==> src/mlr_pkg.sv <==
package mlr_pkg;

  localparam int COORD_BITS    = 12;
  localparam int DEPTH_BITS    = 16;
  localparam int CFG_BITS      = 11;
  localparam int APB_DATA_BITS = 32;
  localparam int APB_ADDR_BITS = 3;

  // mirrored coordinates need one more bit than the screen coordinates
  localparam int POS_BITS  = COORD_BITS + 1;
  localparam int LEN_BITS  = COORD_BITS;
  localparam int DEC_BITS  = COORD_BITS + 3;
  localparam int PROD_BITS = LEN_BITS + DEPTH_BITS;
  localparam int CNT_BITS  = $clog2(DEPTH_BITS);
  localparam int WIN_BITS  = (COORD_BITS + 2 > CFG_BITS + 1) ? COORD_BITS + 2 : CFG_BITS + 1;

  localparam logic [CFG_BITS-1:0] HALF_WIDTH_RST  = CFG_BITS'(300);
  localparam logic [CFG_BITS-1:0] HALF_HEIGHT_RST = CFG_BITS'(240);
  localparam logic [CNT_BITS-1:0] DIV_LAST_CNT    = CNT_BITS'(DEPTH_BITS - 1);

  typedef enum logic {
    REG_HALF_WIDTH  = 1'b0,
    REG_HALF_HEIGHT = 1'b1
  } reg_idx_e;

  typedef enum logic {
    OP_START = 1'b0,
    OP_STEP  = 1'b1
  } op_e;

  typedef enum logic [3:0] {
    S_IDLE = 4'b0001,
    S_MUL  = 4'b0010,
    S_DIV  = 4'b0100,
    S_OUT  = 4'b1000
  } state_e;

  typedef struct packed {
    logic                         op;
    logic signed [COORD_BITS-1:0] x_start;
    logic signed [COORD_BITS-1:0] y_start;
    logic signed [DEPTH_BITS-1:0] z_start;
    logic signed [COORD_BITS-1:0] x_end;
    logic signed [COORD_BITS-1:0] y_end;
    logic signed [DEPTH_BITS-1:0] z_end;
  } line_in_t;

  typedef struct packed {
    logic                         pixel_valid;
    logic signed [COORD_BITS-1:0] pix_x;
    logic signed [COORD_BITS-1:0] pix_y;
    logic signed [DEPTH_BITS-1:0] pix_z;
    logic                         in_window;
    logic                         last_pixel;
  } pixel_out_t;

endpackage

==> src/midpoint_line_rasterizer.sv <==
// Midpoint line rasterizer, all eight octants, with linear depth.
// Input channel (in_valid_i/in_ready_o/in_data_i): a start transfer (op 0) sets up a
// line from its two endpoints and yields the first pixel; each step transfer (op 1)
// yields the next pixel. Every input transfer gives exactly one output transfer
// (out_valid_o/out_ready_i/out_data_o); a step with no line running gives pixel_valid 0.
// Sequence: a line pixel goes through the multiply state, the depth divider and the
// output state; the divider produces one quotient bit per cycle. A zero-length line
// skips the divider, and a step with no line running goes straight to the output state.
// The block handles one item at a time; in_ready_o is high only while the sequencer idles.
// A finished pixel sits in the output register, so a new item is taken while the
// receiver stalls; that item then waits at its end until the output register frees up.
// Window half sizes are written over the APB port (half_width at 0x0, half_height at 0x4);
// the user must change them only while the block is idle, which the block does not enforce.
// Reset clears the sequencer, the output valid flag and the running line, and loads the
// half sizes with 300 and 240.
module midpoint_line_rasterizer
  import mlr_pkg::*;
(
  input  logic                     clk_i,
  input  logic                     rst_ni,

  input  logic                     in_valid_i,
  output logic                     in_ready_o,
  input  line_in_t                 in_data_i,

  output logic                     out_valid_o,
  input  logic                     out_ready_i,
  output pixel_out_t               out_data_o,

  input  logic                     psel,
  input  logic                     penable,
  input  logic                     pwrite,
  input  logic [APB_ADDR_BITS-1:0] paddr,
  input  logic [APB_DATA_BITS-1:0] pwdata,
  output logic [APB_DATA_BITS-1:0] prdata,
  output logic                     pready
);

  // configuration
  logic [CFG_BITS-1:0] half_width_q, half_height_q;
  logic                cfg_wr;

  assign pready = 1'b1;
  assign cfg_wr = psel & penable & pwrite;

  always_ff @(posedge clk_i or negedge rst_ni) begin
    if (!rst_ni) begin
      half_width_q  <= HALF_WIDTH_RST;
      half_height_q <= HALF_HEIGHT_RST;
    end else if (cfg_wr) begin
      unique case (reg_idx_e'(paddr[2]))
        REG_HALF_WIDTH:  half_width_q  <= pwdata[CFG_BITS-1:0];
        REG_HALF_HEIGHT: half_height_q <= pwdata[CFG_BITS-1:0];
        default:         half_width_q  <= half_width_q;
      endcase
    end
  end

  always_comb begin
    unique case (reg_idx_e'(paddr[2]))
      REG_HALF_WIDTH:  prdata = APB_DATA_BITS'(half_width_q);
      REG_HALF_HEIGHT: prdata = APB_DATA_BITS'(half_height_q);
      default:         prdata = '0;
    endcase
  end

  // line state
  state_e                      state_q, state_d;
  logic                        line_active_q, line_active_d;
  logic                        swap_q, swap_d, negx_q, negx_d, negy_q, negy_d;
  logic signed [POS_BITS-1:0]  major_pos_q, major_pos_d, minor_pos_q, minor_pos_d;
  logic signed [POS_BITS-1:0]  major_start_q, major_start_d, major_end_q, major_end_d;
  logic signed [DEC_BITS-1:0]  dec_q, dec_d, inc_e_q, inc_e_d, inc_ne_q, inc_ne_d;
  logic signed [DEPTH_BITS-1:0] zs_q, zs_d, ze_q, ze_d;
  logic                        last_q, last_d, emit_q, emit_d;

  // divider
  logic [CNT_BITS-1:0]   cnt_q, cnt_d;
  logic [LEN_BITS-1:0]   rem_q, rem_d;
  logic [DEPTH_BITS-1:0] quo_q, quo_d;
  logic                  neg_q, neg_d;

  // output register
  logic       out_valid_q, out_valid_d;
  pixel_out_t out_q, out_d;

  logic in_xfer;

  assign in_ready_o  = (state_q == S_IDLE);
  assign in_xfer     = in_valid_i & in_ready_o;
  assign out_valid_o = out_valid_q;
  assign out_data_o  = out_q;

  // setup of a new line
  logic signed [POS_BITS-1:0] x0, y0, x1, y1, dx, dy, adx_w, ady_w;
  logic signed [POS_BITS-1:0] sx0, sx1, sy0, sy1;
  logic [LEN_BITS-1:0]        adx, ady, dmaj, dmin;
  logic signed [DEC_BITS-1:0] dmin_x2, dmaj_x1, dmaj_x2;
  logic                       nx, ny, sw;

  always_comb begin
    x0 = POS_BITS'(in_data_i.x_start);
    y0 = POS_BITS'(in_data_i.y_start);
    x1 = POS_BITS'(in_data_i.x_end);
    y1 = POS_BITS'(in_data_i.y_end);
    dx = x1 - x0;
    dy = y1 - y0;
    nx = (x1 < x0);
    ny = (y1 < y0);
    adx_w = nx ? -dx : dx;
    ady_w = ny ? -dy : dy;
    adx = adx_w[LEN_BITS-1:0];
    ady = ady_w[LEN_BITS-1:0];
    sx0 = nx ? -x0 : x0;
    sx1 = nx ? -x1 : x1;
    sy0 = ny ? -y0 : y0;
    sy1 = ny ? -y1 : y1;
    sw = (ady > adx);
    dmaj = sw ? ady : adx;
    dmin = sw ? adx : ady;
    dmin_x2 = DEC_BITS'({dmin, 1'b0});
    dmaj_x1 = DEC_BITS'(dmaj);
    dmaj_x2 = DEC_BITS'({dmaj, 1'b0});
  end

  // depth product and divider step
  logic [LEN_BITS-1:0]          len, off;
  logic signed [POS_BITS-1:0]   len_w, off_w;
  logic signed [DEPTH_BITS:0]   dz, dz_abs;
  logic [DEPTH_BITS-1:0]        dz_mag;
  logic [PROD_BITS-1:0]         prod;
  logic [LEN_BITS:0]            trial, trial_sub;
  logic                         trial_ge;

  always_comb begin
    len_w     = major_end_q - major_start_q;
    off_w     = major_pos_q - major_start_q;
    len       = len_w[LEN_BITS-1:0];
    off       = off_w[LEN_BITS-1:0];
    dz        = (DEPTH_BITS+1)'(ze_q) - (DEPTH_BITS+1)'(zs_q);
    dz_abs    = dz[DEPTH_BITS] ? -dz : dz;
    dz_mag    = dz_abs[DEPTH_BITS-1:0];
    prod      = PROD_BITS'(off) * PROD_BITS'(dz_mag);
    trial     = {rem_q, quo_q[DEPTH_BITS-1]};
    trial_ge  = (trial >= {1'b0, len});
    trial_sub = trial - {1'b0, len};
  end

  // pixel in screen coordinates
  logic signed [POS_BITS-1:0]   pa, pb;
  logic signed [WIN_BITS-1:0]   px, py, hw, hh;
  logic signed [DEPTH_BITS:0]   q_s, z_sum;
  logic                         inw, out_free;

  always_comb begin
    pa    = swap_q ? minor_pos_q : major_pos_q;
    pb    = swap_q ? major_pos_q : minor_pos_q;
    px    = negx_q ? -WIN_BITS'(pa) : WIN_BITS'(pa);
    py    = negy_q ? -WIN_BITS'(pb) : WIN_BITS'(pb);
    hw    = $signed(WIN_BITS'(half_width_q));
    hh    = $signed(WIN_BITS'(half_height_q));
    inw   = (px >= -hw) && (px < hw) && (py >= -hh) && (py < hh);
    q_s   = neg_q ? -$signed({1'b0, quo_q}) : $signed({1'b0, quo_q});
    z_sum = (DEPTH_BITS+1)'(zs_q) + q_s;
    out_free = ~out_valid_q | out_ready_i;
  end

  // sequencer
  always_comb begin
    state_d       = state_q;
    line_active_d = line_active_q;
    swap_d        = swap_q;
    negx_d        = negx_q;
    negy_d        = negy_q;
    major_pos_d   = major_pos_q;
    minor_pos_d   = minor_pos_q;
    major_start_d = major_start_q;
    major_end_d   = major_end_q;
    dec_d         = dec_q;
    inc_e_d       = inc_e_q;
    inc_ne_d      = inc_ne_q;
    zs_d          = zs_q;
    ze_d          = ze_q;
    last_d        = last_q;
    emit_d        = emit_q;
    cnt_d         = cnt_q;
    rem_d         = rem_q;
    quo_d         = quo_q;
    neg_d         = neg_q;
    out_valid_d   = out_valid_q & ~out_ready_i;
    out_d         = out_q;

    unique case (state_q)
      S_IDLE: begin
        if (in_xfer) begin
          if (in_data_i.op == OP_START) begin
            swap_d        = sw;
            negx_d        = nx;
            negy_d        = ny;
            major_start_d = sw ? sy0 : sx0;
            major_end_d   = sw ? sy1 : sx1;
            major_pos_d   = sw ? sy0 : sx0;
            minor_pos_d   = sw ? sx0 : sy0;
            dec_d         = dmin_x2 - dmaj_x1;
            inc_e_d       = dmin_x2;
            inc_ne_d      = dmin_x2 - dmaj_x2;
            zs_d          = in_data_i.z_start;
            ze_d          = in_data_i.z_end;
            last_d        = (dmaj == '0);
            line_active_d = (dmaj != '0);
            emit_d        = 1'b1;
            state_d       = S_MUL;
          end else if (line_active_q) begin
            if (dec_q <= 0) begin
              dec_d = dec_q + inc_e_q;
            end else begin
              dec_d       = dec_q + inc_ne_q;
              minor_pos_d = minor_pos_q + POS_BITS'(1);
            end
            major_pos_d   = major_pos_q + POS_BITS'(1);
            last_d        = (major_pos_d >= major_end_q);
            line_active_d = ~last_d;
            emit_d        = 1'b1;
            state_d       = S_MUL;
          end else begin
            emit_d  = 1'b0;
            state_d = S_OUT;
          end
        end
      end
      S_MUL: begin
        rem_d = prod[PROD_BITS-1:DEPTH_BITS];
        quo_d = prod[DEPTH_BITS-1:0];
        neg_d = dz[DEPTH_BITS];
        cnt_d = DIV_LAST_CNT;
        if (len == '0) begin
          quo_d   = '0;
          state_d = S_OUT;
        end else begin
          state_d = S_DIV;
        end
      end
      S_DIV: begin
        rem_d = trial_ge ? trial_sub[LEN_BITS-1:0] : trial[LEN_BITS-1:0];
        quo_d = {quo_q[DEPTH_BITS-2:0], trial_ge};
        cnt_d = cnt_q - CNT_BITS'(1);
        if (cnt_q == '0) begin
          state_d = S_OUT;
        end
      end
      S_OUT: begin
        if (out_free) begin
          out_valid_d = 1'b1;
          if (emit_q) begin
            out_d.pixel_valid = 1'b1;
            out_d.pix_x       = px[COORD_BITS-1:0];
            out_d.pix_y       = py[COORD_BITS-1:0];
            out_d.pix_z       = z_sum[DEPTH_BITS-1:0];
            out_d.in_window   = inw;
            out_d.last_pixel  = last_q;
          end else begin
            out_d = '0;
          end
          state_d = S_IDLE;
        end
      end
      default: state_d = S_IDLE;
    endcase
  end

  always_ff @(posedge clk_i or negedge rst_ni) begin
    if (!rst_ni) begin
      state_q       <= S_IDLE;
      line_active_q <= 1'b0;
      out_valid_q   <= 1'b0;
      cnt_q         <= '0;
    end else begin
      state_q       <= state_d;
      line_active_q <= line_active_d;
      out_valid_q   <= out_valid_d;
      cnt_q         <= cnt_d;
    end
  end

  always_ff @(posedge clk_i) begin
    swap_q        <= swap_d;
    negx_q        <= negx_d;
    negy_q        <= negy_d;
    major_pos_q   <= major_pos_d;
    minor_pos_q   <= minor_pos_d;
    major_start_q <= major_start_d;
    major_end_q   <= major_end_d;
    dec_q         <= dec_d;
    inc_e_q       <= inc_e_d;
    inc_ne_q      <= inc_ne_d;
    zs_q          <= zs_d;
    ze_q          <= ze_d;
    last_q        <= last_d;
    emit_q        <= emit_d;
    rem_q         <= rem_d;
    quo_q         <= quo_d;
    neg_q         <= neg_d;
    out_q         <= out_d;
  end

  // divider remainder stays below the line length
  assert property (@(posedge clk_i) disable iff (!rst_ni)
    state_q == S_DIV |-> rem_q < len)
    else $error("divider remainder out of range");

  // a running line has not yet reached its end
  assert property (@(posedge clk_i) disable iff (!rst_ni)
    line_active_q |-> major_pos_q < major_end_q)
    else $error("active line past its end");

  // the last pixel closes the line
  assert property (@(posedge clk_i) disable iff (!rst_ni)
    (state_q == S_OUT && emit_q && last_q) |-> !line_active_q)
    else $error("line still active on last pixel");

  // a step without a line goes straight to the output
  assert property (@(posedge clk_i) disable iff (!rst_ni)
    (in_xfer && in_data_i.op == OP_STEP && !line_active_q) |=> state_q == S_OUT)
    else $error("idle step did not bypass the divider");

endmodule

==> config.mk <==
export PLATFORM = sky130hd
export DESIGN_NAME = midpoint_line_rasterizer
export DESIGN_NICKNAME = d
export VERILOG_FILES = /design/src/mlr_pkg.sv /design/src/midpoint_line_rasterizer.sv
export SDC_FILE = /design/constraint.sdc
export NUM_CORES = 1
export LEC_CHECK = 0
export ABC_CLOCK_PERIOD_IN_PS = 10160
export BUFFER_PORTS_ARGS = -buffer_cell sky130_fd_sc_hd__buf_2
export CAP_MARGIN = 30
export CORE_MARGIN = 2
export CORE_UTILIZATION = 55
export DETAILED_ROUTE_END_ITERATION = 10
export PLACE_DENSITY = 0.81
export SETUP_SLACK_MARGIN = 0.05
export SYNTH_ARGS = -nofsm -noshare
export SYNTH_HDL_FRONTEND = slang
export SYNTH_SLANG_ARGS = --single-unit
==> constraint.sdc <==
create_clock -name clk_i -period 10.16 [get_ports clk_i]
set_input_delay 0.508 -clock clk_i [delete_from_list [all_inputs] [get_ports clk_i]]
set_output_delay 0.508 -clock clk_i [all_outputs]
set_load 0.01 [all_outputs]
==> results.sh <==
export IMPL_status="complete, no violations"
export IMPL_yosys_area_top_type="edfxtp_1"
export IMPL_htreeDepth=1
export IMPL_cts_hold_buffers=0
export IMPL_worstMarginPinSlew_ns=1.065
export IMPL_synth_edff_count=200
export IMPL_crit_buf_inv=4
export IMPL_yosysMostFrequentCell="inv_1"
export IMPL_rsz0062_at_grt="false"
export IMPL_synth_area_top_cells="edfxtp_1, ha_1, fa_1"
export IMPL_syn_to_final_growth_pct=8.300
export IMPL_critPathMaxStageDelay_ns=0.54
export IMPL_clockRootBuffer="clkbuf_16"
export IMPL_initial_core_util=0.5592
export IMPL_synth_top_area_share=0.2245
export IMPL_drive_gt1_frac=0.1064
export IMPL_hpwl_um=51590
export IMPL_ys_top_cells_by_count="inv_1, nand2_1, ha_1, nor2_1, edfxtp_1"
export IMPL_wl_per_cell_um=17.38
export IMPL_yosys_warnings=0
export IMPL_syn_avg_cell_area_sq_um=8.857
export IMPL_relSlewSlack=0.2717
export IMPL_ys_ff_latch=232
export IMPL_antenna_cells=0
export IMPL_regArea_sq_mm=0.006818
export IMPL_pre_cts_slack_ns=0.8710
export IMPL_gp_congestion=0.9348
export IMPL_synthArstFlopShare=0.1379
export IMPL_ys_types=95
export IMPL_synth_seq_area_share=0.2548
export IMPL_tns_ns=0
export IMPL_rows=80
export IMPL_drv_slew=0
export IMPL_crit_slowest_cell="fa_1"
export IMPL_hold_path_class="in2async"
export IMPL_period_share=0.9217
export IMPL_die_y_um=224.6
export IMPL_nets=3681
export IMPL_syn_inst=3021
export IMPL_fillers=4014
export IMPL_critPathMaxFanout=11
export IMPL_cap_violations=0
export IMPL_synthFlopType="edfxtp_1"
export IMPL_drc=0
export IMPL_path_common_cell="fa_1"
export IMPL_cp_start_kind="flip-flop"
export IMPL_max_freq_mhz=106.8
export IMPL_numClockSinks=232
export IMPL_cp_arrival_ns=9.60
export IMPL_die_x_um=224.6
export IMPL_grt_pass1_wl_um=106200
export IMPL_path_clk_slew_ns=0.06
export IMPL_hold_violations=0
export IMPL_core_area_sq_mm=0.04785
export IMPL_grt_pass1_vias=21370
export IMPL_min_period_ns=9.365
export IMPL_cts_buffers=25
export IMPL_viasPerCell=5.835
export IMPL_grt_max_degree=68
export IMPL_setup_violations=0
export IMPL_io_buffers=155
export IMPL_antenna_found_initial=0
export IMPL_cp_end_kind="flip-flop"
export IMPL_cts_tree="yes"
export IMPL_cts_max_path_buffers=3
export IMPL_gr_total_overflow=0
export IMPL_drtIter0Drc=1693
export IMPL_postCtsSetupBuffers=0
export IMPL_cts_resized=0
export IMPL_path_class="reg2reg"
export IMPL_drt_pass1_iterations=6
export IMPL_synth_area_sq_mm=0.02676
export IMPL_clock_latency_ns=0.54
export IMPL_ios=201
export IMPL_finalWirelength_um=65580
export IMPL_global_route_usage_total=0.2590
export IMPL_layout_setup_ws_ns=0.7953
export IMPL_final_antenna_net_count=0
export IMPL_vias=22020
export IMPL_worstPathRequired_ns=10.40
export IMPL_path_delay_family="adder cells"
export IMPL_multi_input_area_sq_mm=0.01818
export IMPL_fin_worst_skew_ns=0.01476
export IMPL_die_area_sq_mm=0.05043
-- state kept, by name (all words and copies together), names as in the netlist, 4 cells and up --
| name | flops |
|---|---|
| quo_q | 16 |
| minor_pos_q | 13 |
| half_width_q | 11 |
| major_pos_q | 13 |
| zs_q | 16 |
| major_end_q | 13 |
| out_data_o | 43 |
| inc_ne_q | 13 |
| rem_q | 12 |
| dec_q | 15 |
| major_start_q | 12 |
| inc_e_q | 12 |
| ze_q | 16 |
| half_height_q | 11 |
| cnt_q | 4 |
| state_q | 4 |
-- stage by stage --
step                std cells    util  cell area (sq um)  hold slack [ns]
floorplan                3041       -              26830           0.2124
global placement         3729  0.5879              28130           0.4740
detailed placement       3729  0.5879              28130           0.4800
CTS                      3774  0.6056              28980          0.05832
global route             3774  0.6056              28980          0.09312
finish                   3774  0.6056              28980          0.05655
-- per-layer routing --
layer  wire (um)  track usage  up-vias
met4        2161      0.08951        0
met1       27740       0.3431    10560
met2       31570       0.4444      721
li1            -            -    10630
met5           0            0        -
met3        4107      0.02547      117
-- path summary, 6_finish.rpt --
| kind | from | endpoint | slack (ns) | cells past startpoint |
|---|---|---|---|---|
| max | zs_q[0] | rem_q[8] | 0.80 | 34 |
| min | rst_ni | half_width_q[0] | 0.06 | 1 |
| max reg2reg | zs_q[0] | rem_q[8] | 0.80 | 34 |
| min reg2reg | line_active_q | line_active_q | 0.49 | 1 |
| max in group asynchronous | rst_ni | state_q[3] | 9.57 | 1 |
| min in group clk_i | in_data_i[5] | ze_q[5] | 0.15 | 1 |
-- layout by cell type (no fill, tap or decap), types with 51 or more instances in the layout --
master    count
nand2_1     299
nor2b_1      51
edfxtp_1    200
fa_1        149
ha_1        268
and2_1       57
o21ai_0     120
a21oi_1     175
nor2_1      246
buf_2       155
inv_1       347
xnor2_1     170
xor2_1       87
nor3_1       52
nand2b_1     56
-- cell type report --
cell class / instances / share of cell area
Clock buffer: 31 / 0.02457
Clock inverter: 14 / 0.004793
Inverter: 350 / 0.04551
Multi-Input combinational cell: 2342 / 0.6275
Sequential cell: 232 / 0.2353
Tap cell: 615 / 0.02655
Timing Repair Buffer: 190 / 0.03584
-- cells by family after synthesis --
kind of cell | synth area share
compound gates | 0.1444
xor+xnor | 0.08670
fa+ha+maj | 0.2368
buf+inv | 0.06968
flops | 0.2548
mux | 0.03881
other cells | 0.0002807
simple gates | 0.1685
Power is not shown: default switching activity piles up to over one toggle a cycle in this logic, so the estimate is an artifact.
